**src/lz_arrival_cost_relaxation_core_assert.svh**
```systemverilog
// Assertion macros for the arrival-cost relaxation core.
// Used by the controller and the top level; no other dependencies.
`ifndef LZ_ARRIVAL_COST_RELAXATION_CORE_ASSERT_SVH
`define LZ_ARRIVAL_COST_RELAXATION_CORE_ASSERT_SVH
// implication checked at every edge outside reset
`define LZA_ASSERT_IMP(label, clk, rst_n, a, c) \
    label: assert property (@(posedge clk) disable iff (!rst_n) (a) |-> (c)) \
        else $error("assertion failed");
// next-cycle implication
`define LZA_ASSERT_NEXT(label, clk, rst_n, a, c) \
    label: assert property (@(posedge clk) disable iff (!rst_n) (a) |=> (c)) \
        else $error("assertion failed");
`endif

```
**src/lzac_pkg.sv**
```systemverilog
// Package for the arrival-cost relaxation core: constants, codes and types.
// No dependencies.
package lzac_pkg;
    localparam int COST_W = 24;
    localparam int POS_W = 13;
    localparam int RUN_W = 13;
    localparam logic [23:0] COST_MAX = 24'hFFFFFF;
    localparam logic [12:0] RUN_MAX = 13'h1FFF;
    localparam logic [3:0] REPEAT_ONE_COST = 4'd4;
    localparam logic [3:0] LITERAL_BITS = 4'd7;

    // block geometry and match limits
    localparam int BLOCK_LEN = 4096;
    localparam int OFFSET_LIMIT = 65536;
    localparam int MATCH_LEN_LIMIT = 255;

    localparam logic [1:0] MODE_OPEN = 2'd0;
    localparam logic [1:0] MODE_LIT = 2'd1;
    localparam logic [1:0] MODE_MATCH = 2'd2;
    localparam logic [1:0] MODE_READ = 2'd3;

    localparam logic [1:0] CFG_LIT_RUN = 2'd0;
    localparam logic [1:0] CFG_LEN = 2'd1;
    localparam logic [1:0] CFG_OFF = 2'd2;
    localparam logic [1:0] CFG_GOOD = 2'd3;

    // controller to datapath
    typedef struct packed {
        logic capture;   // latch request fields
        logic rd_src;    // read source entry (and write history byte)
        logic rd_tgt;    // read target entry
        logic calc;      // register candidate cost
        logic commit;    // write target, emit result
        logic clr_wr;    // write one clearing entry
        logic clr_adv;   // advance clear pointer
        logic emit_nop;  // emit all-zero result
    } lzac_cmd_t;

    // datapath to controller
    typedef struct packed {
        logic req_ok;    // request valid for its mode
        logic clr_last;  // clear pointer past last entry
        logic clearing;  // post-reset clearing pass running
    } lzac_sts_t;

    // floor(log2(v)), 0 for 0
    function automatic logic [4:0] bit_count(input logic [15:0] v);
        logic [4:0] b;
        b = 5'd0;
        for (int i = 1; i < 16; i++)
        begin
            if (v[i])
                b = 5'(i);
        end
        return b;
    endfunction
endpackage

```
**src/lzac_ctrl.sv**
```systemverilog
// Controller of the arrival-cost relaxation core.
// Depends on lzac_pkg and the assertion macro header.
`include "lz_arrival_cost_relaxation_core_assert.svh"
module lzac_ctrl (
    input  logic                clk,
    input  logic                rst_n,
    input  logic                start,
    input  logic [1:0]          mode,
    input  lzac_pkg::lzac_sts_t sts,
    output logic                busy,
    output lzac_pkg::lzac_cmd_t cmd
);
    localparam logic [2:0] ST_IDLE = 3'd0;
    localparam logic [2:0] ST_CHECK = 3'd1;
    localparam logic [2:0] ST_SRC = 3'd2;
    localparam logic [2:0] ST_TGT = 3'd3;
    localparam logic [2:0] ST_CALC = 3'd4;
    localparam logic [2:0] ST_COMMIT = 3'd5;
    localparam logic [2:0] ST_CLEAR = 3'd6;

    logic [2:0] state_reg, state_next;
    logic [1:0] mode_reg, mode_next;

    always_ff @(posedge clk or negedge rst_n)
    begin
        if (!rst_n)
        begin
            state_reg <= ST_IDLE;
            mode_reg <= lzac_pkg::MODE_OPEN;
        end
        else
        begin
            state_reg <= state_next;
            mode_reg <= mode_next;
        end
    end

    always_comb
    begin
        state_next = state_reg;
        mode_next = mode_reg;
        cmd = '0;
        unique case (state_reg)
            ST_IDLE:
            begin
                if (start)
                begin
                    cmd.capture = 1'b1;
                    mode_next = mode;
                    state_next = ST_CHECK;
                end
            end
            ST_CHECK:
            begin
                if (sts.clearing)
                begin
                    // hold until the post-reset clear is done
                    state_next = ST_CHECK;
                end
                else if (!sts.req_ok)
                begin
                    cmd.emit_nop = 1'b1;
                    state_next = ST_IDLE;
                end
                else if (mode_reg == lzac_pkg::MODE_OPEN)
                begin
                    cmd.clr_wr = 1'b1;
                    cmd.clr_adv = 1'b1;
                    state_next = ST_CLEAR;
                end
                else
                begin
                    cmd.rd_src = 1'b1;
                    state_next = ST_SRC;
                end
            end
            ST_SRC:
            begin
                cmd.rd_tgt = 1'b1;
                state_next = ST_TGT;
            end
            ST_TGT:
            begin
                cmd.calc = 1'b1;
                state_next = ST_CALC;
            end
            ST_CALC:
            begin
                state_next = ST_COMMIT;
            end
            ST_COMMIT:
            begin
                cmd.commit = 1'b1;
                state_next = ST_IDLE;
            end
            ST_CLEAR:
            begin
                if (sts.clr_last)
                begin
                    cmd.emit_nop = 1'b1;
                    state_next = ST_IDLE;
                end
                else
                begin
                    cmd.clr_wr = 1'b1;
                    cmd.clr_adv = 1'b1;
                end
            end
            default:
            begin
                state_next = ST_IDLE;
            end
        endcase
    end

    assign busy = (state_reg != ST_IDLE);

    `LZA_ASSERT_IMP(a_one_result, clk, rst_n, cmd.commit, !cmd.emit_nop)
    `LZA_ASSERT_NEXT(a_commit_idle, clk, rst_n, cmd.commit, !busy)
    `LZA_ASSERT_NEXT(a_capture_busy, clk, rst_n, cmd.capture, busy)
endmodule

```
**config.mk**
```make
export PLATFORM = sky130hd
export DESIGN_NAME = lzac_ctrl
export DESIGN_NICKNAME = d
export VERILOG_FILES = /design/src/lzac_pkg.sv /design/src/lzac_ctrl.sv
export VERILOG_INCLUDE_DIRS = /design/src /design/src/src
export SDC_FILE = /design/constraint.sdc
export NUM_CORES = 1
export LEC_CHECK = 0
export BUFFER_PORTS_ARGS = -buffer_cell sky130_fd_sc_hd__buf_2
export CORE_AREA = 8 8 45 47
export DETAILED_ROUTE_END_ITERATION = 7
export DIE_AREA = 0 0 53 55
export HOLD_SLACK_MARGIN = 0.02
export PLACE_DENSITY = 0.58
export SLEW_MARGIN = 20
export SYNTH_ARGS = -nofsm -noshare
export SYNTH_HDL_FRONTEND = slang
export SYNTH_SLANG_ARGS = --single-unit
```
**constraint.sdc**
```tcl
create_clock -name clk -period 2.65 [get_ports clk]
set_clock_uncertainty 0.15 [all_clocks]
set_input_delay 0.1325 -clock clk [delete_from_list [all_inputs] [get_ports clk]]
set_output_delay 0.1325 -clock clk [all_outputs]
set_load 0.01 [all_outputs]
```
==> key figures <==
Worst setup path
  • Critical path required time: between 2 and 2.5 ns
  • Top delay family on crit path: simple AND/OR/NAND/NOR gates
  • Critical-path top delay cell: dfrtp_1
  • Startpoint Class: flip-flop
  • Crit path capture type: output pin
  • CP Buf/Inv Count: 1
  • CP arrival: between 1.5 and 2 ns
  • Reg2reg path depth: 3
  • FF-to-FF Start: state_reg[2]$_DFFE_PN0P_
  • Crit-path cells: nor4b_2, nand3_1, o21ai_0, buf_2
  • Reg-to-Reg End: mode_reg[0]$_DFFE_PN0P_
  • R2R setup slack: 1.00 ns
  • Critical path type: reg -> out
  • CP max stage delay: just under 0.5 ns
  • Crit path max fanout: 12

Floorplanning
  • Core box area: 1380 um^2
  • Die Area: 2920 um^2
  • Starting density of the core: 0.250
  • Ports: 17
  • Die height: 55 um
  • Die width: about 53 um
  • Std cell rows: 14

Cells and area
  • # diodes: 0
  • Layout cells sized above 1: 0.379
  • Fillers: 150
  • Number of flip-flops in the largest register: 3
  • Final #Nets: 67
  • Post-layout util: 0.350
  • Area Growth Syn to Fin: 40.2%

Pwr
  • Worst vdd ir: 0.000338 V
  • Leak pwr: 0.248 nW
  • Power Total: 0.464 mW
  • Pwr per Cell Area: 958 nW/um^2

Global routing
  • Gr ovfl total: 0
  • Vias in the first global route: 299
  • Largest net degree at the start of global routing: 13
  • First-pass GRT wire length: roughly 1300 um
  • Antenna violations before repair: 0
  • GR Util All Layers: 0.0614

Drt
  • DRT Pass-1 Iters: 2
  • Top sig layer: met3
  • Via Count: 318
  • Metal2 WL: about 330 um
  • Residual DRC: 0
  • Drt via density: 4.30
  • Initial DRC count: 1
  • Routed length per instance: 10.4 um
  • Metal-1 WL: 346 um
  • Final wirelength: roughly 770 um
  • Final antenna-violating net count: 0
  • DR WL met3: 88 um

Synthesis
  • Post-synth cell types: 22
  • Mean Syn Cell Area: slightly above 9 um^2
  • Top-area cell type share of the netlist area: 0.362
  • Number of synthesized flops with an enable pin: 0
  • Yosys Warn Count: 0
  • Synth Cell Area: around 350 um^2
  • Mapped Nets: 46
  • Dominant cell by count in the synthesized netlist: nand2_1
  • Register area share after synthesis: 0.362
  • Share of synthesized flip-flops with an asynchronous set or reset: 1.00
  • Area contributors post-synth: dfrtp_1 36%, mux2_1 9.8%, nand2_1 6.5%
  • Syn Inst Count: 38
  • Top cells by count, synth: 6 x nand2_1, 5 x dfrtp_1, 3 x mux2_1, 3 x nor2_1
  • Yosys reg bits: 5
  • Leading area contributor after synthesis: dfrtp_1
  • Main flop type after synthesis: dfrtp_1

Worst hold path
  • Hold Crit Depth: 3
  • Worst hold path type: in -> reg
  • Hold EP: state_reg[0]$_DFFE_PN0P_
  • Hold path startpoint: start

Clocking
  • Clk slew on worst S/H paths: 0.04 ns
  • Setup repair bufs after CTS: 0
  • H-tree depth: 1
  • CTS tree: done
  • Clk buf depth: 2
  • CTS Buf Count: 3
  • Clk Latency, worst-skew pair: between 0.2 and 0.25 ns
  • Clock Tree Root: clkbuf_4
  • Clk sinks: 5

STA
  • Minimum clock period: 1.85 ns
  • Final hold vios: 0
  • Count of final setup violators: 0
  • Final Max Slew Viols: 0
  • Fin crit share: 0.698
  • Relative slew margins: 0.780
  • Worst-Margin Slew: 0.330 ns
  • RSZ-0062 raised after global routing: no
  • Setup TNS: 0 ns
  • Fmax: 0.540 GHz

Flow run
  • # Max-Cap Violations: 0

Placement
  • Routability cong.: 0.665
  • Post-DP HPWL: 614 um
  • Port buffer count: 16

Status
  • Status: finished, final reports clean
tightest hold or removal path, delay by kind of cell:
family / cells / cell delay, ns
buffers and inverters: 1 / 0.10
AOI/OAI and AO/OA: 1 / 0.08
and+or+nand+nor: 1 / 0.08
area by class of cell:
class	count	area [um^2]	area share
Clock buffer	4	26.3	0.0543
Inverter	2	7.51	0.0155
Multi-Input combinational cell	27	185	0.382
Sequential cell	5	125	0.258
Tap cell	16	20.0	0.0413
Timing Repair Buffer	20	120	0.248
layout by cell type (no fill, tap or decap):
master,n
inv_1,2
nor2_1,3
o21ai_0,1
nor4b_2,1
o32ai_1,1
mux2_1,3
dlygate4sd3_1,4
clkbuf_1,1
a22oi_1,1
buf_2,16
a21oi_1,1
and3b_1,2
nand2_1,6
or3_4,1
nor3b_1,1
nor2b_1,1
nor2_4,1
dfrtp_1,5
o21ai_1,1
a21o_1,1
nand3_1,2
clkbuf_4,3
power breakdown:
group | switching (mW) | total (mW) | internal (mW)
Clock | 0.0294 | 0.0862 | 0.0568
Sequential | 0.0616 | 0.175 | 0.113
Combinational | 0.0919 | 0.203 | 0.111
worst max path at each step:
stage	start	to	slack, ns	depth (start not counted)
CTS	state_reg[2]$_DFFE_PN0P_	cmd[2]	0.78	4
global route	state_reg[2]$_DFFE_PN0P_	cmd[2]	0.65	4
global placement	state_reg[2]$_DFFE_PN0P_	cmd[1]	1.03	4
floorplan	state_reg[1]$_DFFE_PN0P_	mode_reg[0]$_DFFE_PN0P_	1.04	4
detailed placement	state_reg[2]$_DFFE_PN0P_	mode_reg[0]$_DFFE_PN0P_	1.00	3
finish	state_reg[2]$_DFFE_PN0P_	cmd[1]	0.80	4
repair_timing:
| item | in CTS | in global routing |
|---|---|---|
| hold buffers | 4 | 0 |
| hold endpoints to repair | 8 | 0 |
| resized for setup | 0 | 0 |
through the flow:
stage	area, um^2	std cells	hold WS (ns)	setup slack [ns]
floorplan	345	38	-0.313	1.04
global placement	418	66	-0.198	1.03
detailed placement	418	66	-0.197	1.00
CTS	484	74	0.0399	0.775
global route	484	74	0.0422	0.646
finish	484	74	0.0460	0.799
kinds of logic after synthesis:
logic type	share of synthesized area
compound gates	0.112
buf+inv	0.101
flops	0.362
mux	0.0978
simple gates	0.326
metal layers:
metal | GRT usage | vias up
li1 | - | 170
met1 | 0.0674 | 137
met2 | 0.0820 | 11
met3 | 0.0455 | 0
met4 | 0.0388 | 0
met5 | 0 | -
Power figures use the tool's default switching activity.
